<file path="src/rtl/core/trn_pkg.sv">
// Package with telnet byte codes, parser state type and decode result type.
package trn_pkg;

   // Telnet command bytes
   localparam logic [7:0] B_IAC  = 8'd255;
   localparam logic [7:0] B_DONT = 8'd254;
   localparam logic [7:0] B_DO   = 8'd253;
   localparam logic [7:0] B_WONT = 8'd252;
   localparam logic [7:0] B_WILL = 8'd251;
   localparam logic [7:0] B_SB   = 8'd250;
   localparam logic [7:0] B_SE   = 8'd240;
   localparam logic [7:0] B_NOP  = 8'd241;
   localparam logic [7:0] B_AYT  = 8'd246;

   // Option codes that the policy accepts
   localparam logic [7:0] OPT_ECHO = 8'd1;
   localparam logic [7:0] OPT_SGA  = 8'd3;

   // Parser states, one-hot
   typedef enum logic [7:0] {
      ST_DATA   = 8'b0000_0001,
      ST_IAC    = 8'b0000_0010,
      ST_WILL   = 8'b0000_0100,
      ST_WONT   = 8'b0000_1000,
      ST_DO     = 8'b0001_0000,
      ST_DONT   = 8'b0010_0000,
      ST_SB     = 8'b0100_0000,
      ST_SB_IAC = 8'b1000_0000
   } state_type;

   // What one received byte causes
   typedef struct packed {
      state_type  next_state;
      logic       next_echo;
      logic [1:0] count;     // number of result items, 0..3
      logic       to_peer;   // all results of one byte share the direction
      logic [7:0] byte0;
      logic [7:0] byte1;
      logic [7:0] byte2;
   } decode_type;

endpackage

</file>
<file path="src/rtl/core/trn_decode.sv">
// Combinational telnet parser step: next state, echo flag and result bytes.
module trn_decode (
   input  trn_pkg::state_type  state,
   input  logic                echo,
   input  logic [7:0]          rx_byte,
   output trn_pkg::decode_type dec
);

   logic is_echo;
   logic is_sga;

   assign is_echo = (rx_byte == trn_pkg::OPT_ECHO);
   assign is_sga  = (rx_byte == trn_pkg::OPT_SGA);

   // Per-state decode
   always_comb begin
      dec            = '0;
      dec.next_state = trn_pkg::ST_DATA;
      dec.next_echo  = echo;
      dec.byte0      = trn_pkg::B_IAC;
      dec.byte1      = 8'd0;
      dec.byte2      = rx_byte;
      unique case (state)
         trn_pkg::ST_DATA: begin
            if (rx_byte == trn_pkg::B_IAC) begin
               dec.next_state = trn_pkg::ST_IAC;
            end else begin
               dec.count = 2'd1;
               dec.byte0 = rx_byte;
            end
         end
         trn_pkg::ST_IAC: begin
            case (rx_byte)
               trn_pkg::B_IAC: begin
                  dec.count = 2'd1;
                  dec.byte0 = rx_byte;
               end
               trn_pkg::B_WILL: dec.next_state = trn_pkg::ST_WILL;
               trn_pkg::B_WONT: dec.next_state = trn_pkg::ST_WONT;
               trn_pkg::B_DO:   dec.next_state = trn_pkg::ST_DO;
               trn_pkg::B_DONT: dec.next_state = trn_pkg::ST_DONT;
               trn_pkg::B_SB:   dec.next_state = trn_pkg::ST_SB;
               trn_pkg::B_AYT: begin
                  // are-you-there gets IAC NOP
                  dec.count   = 2'd2;
                  dec.to_peer = 1'b1;
                  dec.byte1   = trn_pkg::B_NOP;
               end
               default: ;  // other commands dropped
            endcase
         end
         trn_pkg::ST_WILL: begin
            dec.count   = 2'd3;
            dec.to_peer = 1'b1;
            dec.byte1   = (is_echo || is_sga) ? trn_pkg::B_DO : trn_pkg::B_DONT;
            if (is_echo) dec.next_echo = 1'b0;
         end
         trn_pkg::ST_WONT: begin
            dec.count   = 2'd3;
            dec.to_peer = 1'b1;
            dec.byte1   = trn_pkg::B_DONT;
            if (is_echo) dec.next_echo = 1'b1;
         end
         trn_pkg::ST_DO: begin
            dec.count   = 2'd3;
            dec.to_peer = 1'b1;
            dec.byte1   = (is_echo || is_sga) ? trn_pkg::B_WILL : trn_pkg::B_WONT;
            if (is_echo) dec.next_echo = 1'b1;
         end
         trn_pkg::ST_DONT: begin
            dec.count   = 2'd3;
            dec.to_peer = 1'b1;
            dec.byte1   = trn_pkg::B_WONT;
            if (is_echo) dec.next_echo = 1'b0;
         end
         trn_pkg::ST_SB: begin
            dec.next_state = (rx_byte == trn_pkg::B_IAC) ? trn_pkg::ST_SB_IAC
                                                         : trn_pkg::ST_SB;
         end
         trn_pkg::ST_SB_IAC: begin
            // escaped IAC keeps skipping; SE or anything else ends it
            dec.next_state = (rx_byte == trn_pkg::B_IAC) ? trn_pkg::ST_SB
                                                         : trn_pkg::ST_DATA;
         end
         default: dec.next_state = trn_pkg::ST_DATA;
      endcase
   end

endmodule

</file>
<file path="src/rtl/core/telnet_receive_negotiator_unit.sv">
// Top level of the telnet receive negotiator: parser state and result buffer.
// Takes one received telnet byte per item and emits display bytes and option
// replies. A byte that yields no result or one result is accepted every cycle
// while rsp_ready is high, also while the previous result is being taken. An
// IAC AYT or a WILL/WONT/DO/DONT option byte holds the input until its last
// reply leaves, as the buffer hands out one reply byte per cycle while rsp_ready
// is high. Results are offered from the cycle after their item is accepted.
module telnet_receive_negotiator_unit (
   input  logic       clock,
   input  logic       reset,
   input  logic       req_valid,
   output logic       req_ready,
   input  logic [7:0] req_rx_byte,
   output logic       rsp_valid,
   input  logic       rsp_ready,
   output logic [7:0] rsp_out_byte,
   output logic       rsp_to_peer,
   output logic       rsp_last_of_run,
   output logic       rsp_echo_on
);

   trn_pkg::state_type  state_ff, state_in;
   logic                echo_ff, echo_in;
   logic [1:0]          rem_ff, rem_in;   // results still to hand out
   logic [1:0]          sel_ff, sel_in;   // which buffered byte is current
   logic [7:0]          byte0_ff, byte1_ff, byte2_ff;
   logic                peer_ff;
   trn_pkg::decode_type dec;
   logic                req_take;
   logic                rsp_take;

   trn_decode u_decode (
      .state   (state_ff),
      .echo    (echo_ff),
      .rx_byte (req_rx_byte),
      .dec     (dec)
   );

   // Handshakes: a new item may enter as the last buffered result leaves
   assign rsp_valid = (rem_ff != 2'd0);
   assign rsp_take  = rsp_valid && rsp_ready;
   assign req_ready = (rem_ff == 2'd0) || ((rem_ff == 2'd1) && rsp_ready);
   assign req_take  = req_valid && req_ready;

   // Result fields
   always_comb begin
      case (sel_ff)
         2'd0:    rsp_out_byte = byte0_ff;
         2'd1:    rsp_out_byte = byte1_ff;
         default: rsp_out_byte = byte2_ff;
      endcase
   end
   assign rsp_to_peer     = peer_ff;
   assign rsp_last_of_run = (rem_ff == 2'd1);
   assign rsp_echo_on     = echo_ff;

   // Next-state logic
   always_comb begin
      state_in = state_ff;
      echo_in  = echo_ff;
      rem_in   = rem_ff;
      sel_in   = sel_ff;
      if (req_take) begin
         state_in = dec.next_state;
         echo_in  = dec.next_echo;
         rem_in   = dec.count;
         sel_in   = 2'd0;
      end else if (rsp_take) begin
         rem_in = rem_ff - 2'd1;
         sel_in = sel_ff + 2'd1;
      end
   end

   // Control registers
   always_ff @(posedge clock) begin
      if (reset) begin
         state_ff <= trn_pkg::ST_DATA;
         echo_ff  <= 1'b1;
         rem_ff   <= 2'd0;
         sel_ff   <= 2'd0;
      end else begin
         state_ff <= state_in;
         echo_ff  <= echo_in;
         rem_ff   <= rem_in;
         sel_ff   <= sel_in;
      end
   end

   // Result payload, loaded when an item is accepted
   always_ff @(posedge clock) begin
      if (req_take) begin
         byte0_ff <= dec.byte0;
         byte1_ff <= dec.byte1;
         byte2_ff <= dec.byte2;
         peer_ff  <= dec.to_peer;
      end
   end

endmodule
</file>
<file path="config.mk">
export PLATFORM = sky130hd
export DESIGN_NAME = telnet_receive_negotiator_unit
export DESIGN_NICKNAME = d
export VERILOG_FILES = /design/src/rtl/core/trn_pkg.sv /design/src/rtl/core/trn_decode.sv /design/src/rtl/core/telnet_receive_negotiator_unit.sv
export SDC_FILE = /design/constraint.sdc
export NUM_CORES = 1
export LEC_CHECK = 0
export BUFFER_PORTS_ARGS = -buffer_cell sky130_fd_sc_hd__buf_2
export CAP_MARGIN = 20
export CORE_MARGIN = 1
export CORE_UTILIZATION = 41
export DETAILED_ROUTE_END_ITERATION = 8
export SYNTH_ARGS = -nofsm -noshare
export SYNTH_HDL_FRONTEND = slang
export SYNTH_SLANG_ARGS = --single-unit
</file>
<file path="constraint.sdc">
create_clock -name clock -period 4.4 [get_ports clock]
set_clock_uncertainty 0.15 [all_clocks]
set_input_delay 0 -clock clock [delete_from_list [all_inputs] [get_ports clock]]
set_output_delay 0 -clock clock [all_outputs]
set_load 0.1 [all_outputs]
</file>
* Word level (Yosys, flattened, before mapping)
Cells that the tools add are included. W data, S select, Z words.
Cells by class: equality and inequality tests 21, $lt $le $gt $ge 0, bitwise gates (word level) 0, muxes and demuxes 23, reductions and logical operators 15, shift operators 0, multiply operators 0, add/subtract/negate cells 2, divide/modulo/power cells 0
Operators by type and width (number):
- $eq A8 B8 Y1 const B | 8
- $pmux W8 S5 | 1
- $pmux W7 S5 | 1
- $mux W8 | 4
- $pmux W8 S2 | 2
- $pmux W8 S4 | 1
- $eq A8 B1 Y1 const B | 2
- $eq A8 B2 Y1 const B | 2
- $eq A8 B3 Y1 const B | 1
- $eq A8 B4 Y1 const B | 1
- $eq A8 B5 Y1 const B | 1
- $eq A8 B6 Y1 const B | 1
- $eq A8 B7 Y1 const B | 1
- $mux W2 | 4
- $mux W7 | 1
- $pmux W2 S3 | 1
- $reduce_bool A2 Y1 | 3
- $reduce_or A2 Y1 | 3
- $eq A2 B1 Y1 const B | 2
- $logic_not A2 Y1 | 2
- $mux W1 | 4
- $ne A2 B1 Y1 const B | 2
- $pmux W1 S2 | 2
- $pmux W2 S2 | 1
- other kinds (7) | 10
Storage, ports and cells: latch bits 0, register bits 38, input port bits 12, output and inout bits 13, memories 0, RAM bits 0, ROM bits 0

* Longest topological paths before layout
Gate-level depths: netlist of the first run.
depth after elaboration 5, gate-level depth with buffers 8

* Hierarchy
From an unflattened synthesis of the first run, not the netlist that was laid out.
Unflattened totals: cell total of the unflattened synthesis 210, area total of the unflattened synthesis 2102.0 µm²
By module, submodules not included:
- telnet_receive_negotiator_unit | seq. area each 1011.0 µm², area each 1497.7 µm², cells an instance 121, instances 1
- trn_decode | seq. area each 0.0 µm², area each 604.3 µm², cells an instance 89, instances 1

* Worst setup path after synthesis of the first run
Ideal clock, no wire load.
path kind register to register, start register rem_ff[1], end register byte0_ff[0], enable pin, clock period less this slack 2.950 ns, library setup time 0.313 ns, required time 3.937 ns, data arrival time 2.487 ns, cell stages (with the launch flop) 7, path slack 1.450 ns, cells stage by stage dfxtp_1 > inv_1 > ha_1 > a21o_1 > nand2_1 > inv_1 > clkbuf_8
Between the ends: word-level cells in the longest chain between the ends 4
RTL lines:
- start: declaration | line telnet_receive_negotiator_unit.sv:24 | logic [1:0] rem_ff, rem_in;
- start signal: assignment | line telnet_receive_negotiator_unit.sv:84 | rem_ff <= rem_in;
- $eq A2 B1 Y1
- named net rsp_last_of_run | line telnet_receive_negotiator_unit.sv:18 | output logic rsp_last_of_run,
- $logic_and A1 B1 Y1 | line telnet_receive_negotiator_unit.sv:42 | assign req_ready = (rem_ff == 2'd0) || ((rem_ff == 2'd1) && rsp_ready);
- $logic_or A1 B1 Y1 | line telnet_receive_negotiator_unit.sv:42
- named net req_ready | line telnet_receive_negotiator_unit.sv:12 | output logic req_ready,
- $logic_and A1 B1 Y1 | line telnet_receive_negotiator_unit.sv:43 | assign req_take = req_valid && req_ready;
- end signal: assignment | line telnet_receive_negotiator_unit.sv:92 | byte0_ff <= dec.byte0;
- end: declaration | line telnet_receive_negotiator_unit.sv:26 | logic [7:0] byte0_ff, byte1_ff, byte2_ff;
The timed path passes the listed nets, and every way through them passes these cells. A chain may end at the register's enable or synchronous reset.

* Worst setup path after layout of the first run
start register sel_ff[0], end output rsp_out_byte[6]
Between the ends: word-level cells in the longest chain between the ends 2
RTL lines:
- start: declaration | line telnet_receive_negotiator_unit.sv:25 | logic [1:0] sel_ff, sel_in;
- start signal: assignment | line telnet_receive_negotiator_unit.sv:85 | sel_ff <= sel_in;
- $eq A2 B1 Y1 / $logic_not A2 Y1 (equally long branches) | line telnet_receive_negotiator_unit.sv:47 | case (sel_ff)
- $pmux W8 S2 * | line telnet_receive_negotiator_unit.sv:47
- end: declaration | line telnet_receive_negotiator_unit.sv:16 | output logic [7:0] rsp_out_byte,
Every way passes the cells marked *; elsewhere a longest branch is shown, timed or not.

==> metrics.csv, run 1 <==
metric,value,unit
outcome,completed,
wire_per_inst,14.6,um
synth_cell_types,47,
dr.pass1.iters,5,
slew_viol_final,0,
grt_pass1_vias,1379,
synthFlopType,edfxtp_1,
dieArea,4910,sq um
fin_cells,270,
synthSimpleGateAreaFrac,24.4,%
areaGrowthSynthToFinish,13.6,%
ant_nets,0,
synth_nets,206,
yosys.area_share.xor_xnor,3.23,%
portBuffers,24,
synth_top_family_by_area,simple AND/OR/NAND/NOR gates,
power,884,uW
fin_util,48.9,%
gp_congestion,0.891,
crit_path_end_kind,output pin,
async_flop_share,0,%
synth_compound_area_share,13.6,%
htree_levels,2,
synth_area_leader_cell,edfxtp_1,
syn_area,1900,sq um
synth_commonest_cells,"edfxtp_1, nand2_1, nor2_1",
io_pins,25,
synth_edf_count,21,
grt_pass1_wl,6520,um
rsz0062_at_grt,no,
wl,3940,um
cts_made_buffers,5,
min_period,2.34,ns
root_buffer,clkbuf_8,
synth_area_per_cell,10.0,sq um
die_x,70.1,um
holdPathEnd,state_ff[7],
synth_cells,190,
synth_mux_area_share,1.05,%
grt_max_degree,34,
drc,0,
drt_first_iter_violations,77,
placed_cells,252,
yosysWarnings,0,
place_ws,1.90,ns
clock_latency,0.28,ns
post-route-worst-setup-slack,2.06,ns
critPathMaxFanout,9,
p_per_area,409,nW/um^2
die_y,70.1,um
crit_required,4.25,ns
cts.sinks,34,
vias,1456,
coreArea,4410,sq um
max_freq,0.428,GHz
cts_tree,done,
min_from,req_valid,
grtUsageTotal,16.9,%
rr_startpoint,state_ff[4],
initial_core_util,43.1,%
path_clk_slew,0.07,ns
max-clock-path-buffers,2,
ys_seq_elements,34,
relSlewSlack,45.3,%
hpwl,2680,um
ir_worst_vdd,0.154,mV
viasPerCell,5.39,
diodes,0,
synth_top_cell_area_share,33.2,%
ys_seq_area_share,46.9,%
setup_tns,0,ns
hold_path_depth,4,
leakagePower,0.000847,uW
arrival,2.19,ns
drv_cap,0,
finalHoldViolCount,0,
critPathKind,flip-flop to output pin,
post-cts-setup-buffers,0,
hp-class,primary input to flip-flop,
multi_input_area,852,sq um
ys_top_cells_by_area,"edfxtp_1, dfxtp_1, nand2_1",
drive_gt1_share,17.9,%
r2r_end,state_ff[6],
r2r_slack,2.13,ns
placementRows,24,
worstMarginPinSlew,0.813,ns
nNetsFinal,233,
grt_overflow,0,
antenna_found_initial,0,
setup_viol,0,
fill_cells,413,
cp-start-kind,flip-flop,
reg2reg_depth,5,
fin_crit_sh,53.1,%
synth-adder-area-share,2.63,%
regArea,891,sq um
cells by family (layout without fill, tap and decap cells):
group	count (synthesis)	count (layout)
DFF	34	34
AOI/OAI and AO/OA	36	36
buffers and inverters	22	50
muxes	2	2
adders and majority gates	4	4
and+or+nand+nor	85	85
xor gates and xnor gates	7	7
power breakdown:
part           switching (uW)  internal, uW
sequential               7.48           367
clock                     110           110
combinational             230          58.7
total                     348           535
critical path, cell delays in order (launching register included):
cell	delay, ns
dfxtp_1	0.37
inv_1	0.06
ha_1	0.32
nor2_1	0.50
a221o_1	0.23
buf_2	0.42
placed cells by master, fill, tap and decap left out, types with 4 or more instances in the layout:
cell type      Yosys  routed
a21oi_1           10      10
nor2b_1            6       6
ha_1               4       4
nand2_1           21      21
nand3_1            4       4
nor4_1             5       5
nand4_1            5       5
nor3_1             8       8
dfxtp_1           13      13
dlygate4sd3_1      0       9
a221o_1            4       4
clkbuf_8           4       5
edfxtp_1          21      21
a22oi_1            4       4
inv_1              8       8
buf_2              0      24
nor2_1            15      15
xnor2_1            5       5
nand2b_1           9       9
sequential cells by signal (all words and copies together), names as in the netlist:
name         flops
rem_ff           2
byte0_ff         8
byte2_ff         8
state_ff         8
rsp_echo_on      1
sel_ff           2
byte1_ff         5
routing by layer:
metal	GRT usage, %	vias to the layer above	share of wire (%)
met1	22.1	676	46
met2	27.4	35	50
met3	4.04	2	3.9
li1	-	743	-
met4	5.78	0	0.43
met5	0	-	0
metrics by stage:
stage	hold WS (ns)	instance area, sq um
2_1_floorplan	-0.0511	1900
5_1_grt	0.150	2160
3_5_place_dp	0.0724	1960
6_report	0.0996	2160
4_1_cts	0.0911	2130
3_3_place_gp	0.0704	1960
cell type report:
cell class / instances / share of cell area, %
tap: 52 / 3.01
inverter: 8 / 1.39
sequential: 34 / 41.3
clock inverter: 2 / 0.464
clock buffer: 6 / 3.36
multi-input combinational: 134 / 39.5
timing repair buffer: 34 / 11.0
timing repair:
item,4_1_cts,5_1_grt
hold buffers,9,0
resized for setup,0,0
hold endpoints to repair,26,0
endpoints found under the setup margin,0,0
how the worst max path moves through the flow:
stage               from              end  slack [ns]  depth (start not counted)
2_1_floorplan  rem_ff[1]      byte0_ff[0]        1.45                          6
3_3_place_gp   rem_ff[0]      state_ff[4]        2.06                          7
3_5_place_dp   rem_ff[0]      state_ff[4]        1.90                          7
4_1_cts        rem_ff[0]      state_ff[4]        1.88                          7
5_1_grt        sel_ff[0]  rsp_out_byte[6]        1.89                          5
6_report       sel_ff[0]  rsp_out_byte[6]        2.06                          5
Note: power is estimated with default switching activity, not from simulation.
==> inputs of run 2 (changes only) <==
==> constraint.sdc (replaced) <==
create_clock -name clock -period 2.1 [get_ports clock]
set_clock_uncertainty 0.15 [all_clocks]
set_input_delay 0 -clock clock [delete_from_list [all_inputs] [get_ports clock]]
set_output_delay 0 -clock clock [all_outputs]
set_load 0.1 [all_outputs]
==> run 2 against run 1 <==
Against the previous run:
- final cell count up 5.6%
- routed wire length rose by 8.6%
- worst setup slack got worse by 2.0 ns
- first-iteration DRC count is 2.6% lower
- non-clock buffer count up 15
- register-to-register slack got worse by 2.1 ns
- die area is the same
- final area increased by 12%
- flip-flop and latch count is the same
- power increased by 130%
- critical path type is now flip-flop to flip-flop
- largest power group unchanged
==> metrics.csv, run 2 (same netlist as run 1, synthesis figures left out) <==
metric,value,unit
diodes,0,
rr_startpoint,state_ff[5],
io_pins,25,
die_y,70.1,um
arrival,2.10,ns
ir_worst_vdd,0.426,mV
drc,0,
regArea,891,sq um
coreArea,4410,sq um
fin_crit_sh,96.6,%
relSlewSlack,67.5,%
max_freq,0.493,GHz
worstSetupStartpoint,state_ff[5],
finalHoldViolCount,0,
whs,0.0394,ns
setup_viol,0,
cts_made_buffers,5,
wl,4280,um
place_ws,0.0401,ns
nNetsFinal,248,
grt_max_degree,24,
path_clk_slew,0.07,ns
drt_first_iter_violations,75,
drv_cap,0,
post-cts-setup-buffers,0,
top_regs,"byte0_ff (8), byte2_ff (8), state_ff (8)",
slew_viol_final,0,
cp-start-kind,flip-flop,
critPathMaxFanout,4,
leakagePower,0.000967,uW
crit_path_end_kind,flip-flop,
antenna_found_initial,0,
dieArea,4910,sq um
worstMarginPinSlew,0.483,ns
vias,1547,
htree_levels,2,
fin_area,2410,sq um
final_cell_mix,"nand2_1, edfxtp_1, buf_2",
critPathKind,flip-flop to flip-flop,
power,1990,uW
grt_overflow,0,
max-clock-path-buffers,2,
placementRows,24,
viasPerCell,5.43,
grtUsageTotal,19.0,%
cts_tree,done,
fill_cells,394,
clock_latency,0.28,ns
grt_pass1_vias,1537,
root_buffer,clkbuf_8,
gp_congestion,0.884,
rsz0062_at_grt,yes,
die_x,70.1,um
portBuffers,24,
outcome,completed,
multi_input_area,881,sq um
drive_gt1_share,26.2,%
min_period,2.03,ns
cts.sinks,34,
hp-class,primary input to flip-flop,
ant_nets,0,
post-route-worst-setup-slack,0.0712,ns
p_per_area,826,nW/um^2
crit_required,2.17,ns
initial_core_util,43.1,%
min_from,req_valid,
wire_per_inst,15.0,um
hpwl,3120,um
dr.pass1.iters,4,
areaGrowthSynthToFinish,26.9,%
grt_pass1_wl,7250,um
placed_area,2240,sq um
run 2: changes by cell type in the layout (fill, tap and decap cells not counted), sizes merged:
cell and delta:
buf +15
run 2: cell type report:
type                            instances  share of cell area, %
Tap cell                               52                   2.70
Multi-Input combinational cell        134                   36.5
Sequential cell                        34                   36.9
Clock inverter                          2                  0.415
Timing Repair Buffer                   49                   19.2
Inverter                                8                   1.24
Clock buffer                            6                   3.01
run 2: critical path: stages (launching register included):
cell     delay, ns
dfxtp_1       0.31
or4_4         0.55
or4_4         0.48
nor3_4        0.18
nand4_1       0.12
a21oi_1       0.16
run 2: metal layers:
metal / vias to the layer above / track usage (%) / wire [um]
met5: - / 0 / 0
met4: 0 / 6.67 / 53
met3: 5 / 4.62 / 156
met2: 28 / 33.1 / 2200
met1: 745 / 22.7 / 1870
li1: 769 / - / -
run 2: power breakdown:
group          switching [uW]  internal, uW  total (uW)
Combinational             505           228         733
Clock                     242           230         472
Sequential               19.2           769         788
run 2: final timing paths:
path | end | slack [ns] | cells after the start
max | state_ff[5] | 0.07 | 5
min | rem_ff[0] | 0.04 | 5
max reg2reg | state_ff[5] | 0.07 | 5
min reg2reg | rsp_echo_on | 0.37 | 2
run 2: per-stage QoR:
stage,cells,TNS (ns),utilization [%]
2_1_floorplan,190,0,-
3_3_place_gp,268,0,50.7
3_5_place_dp,268,0,50.7
4_1_cts,285,0,54.6
5_1_grt,285,-0.0523,54.6
6_report,285,0,54.6
run 2: repair_timing:
item	CTS	global route
hold endpoints to repair	26	0
gates resized for setup	0	1
endpoints found under the setup margin	0	6
hold buffers	9	0
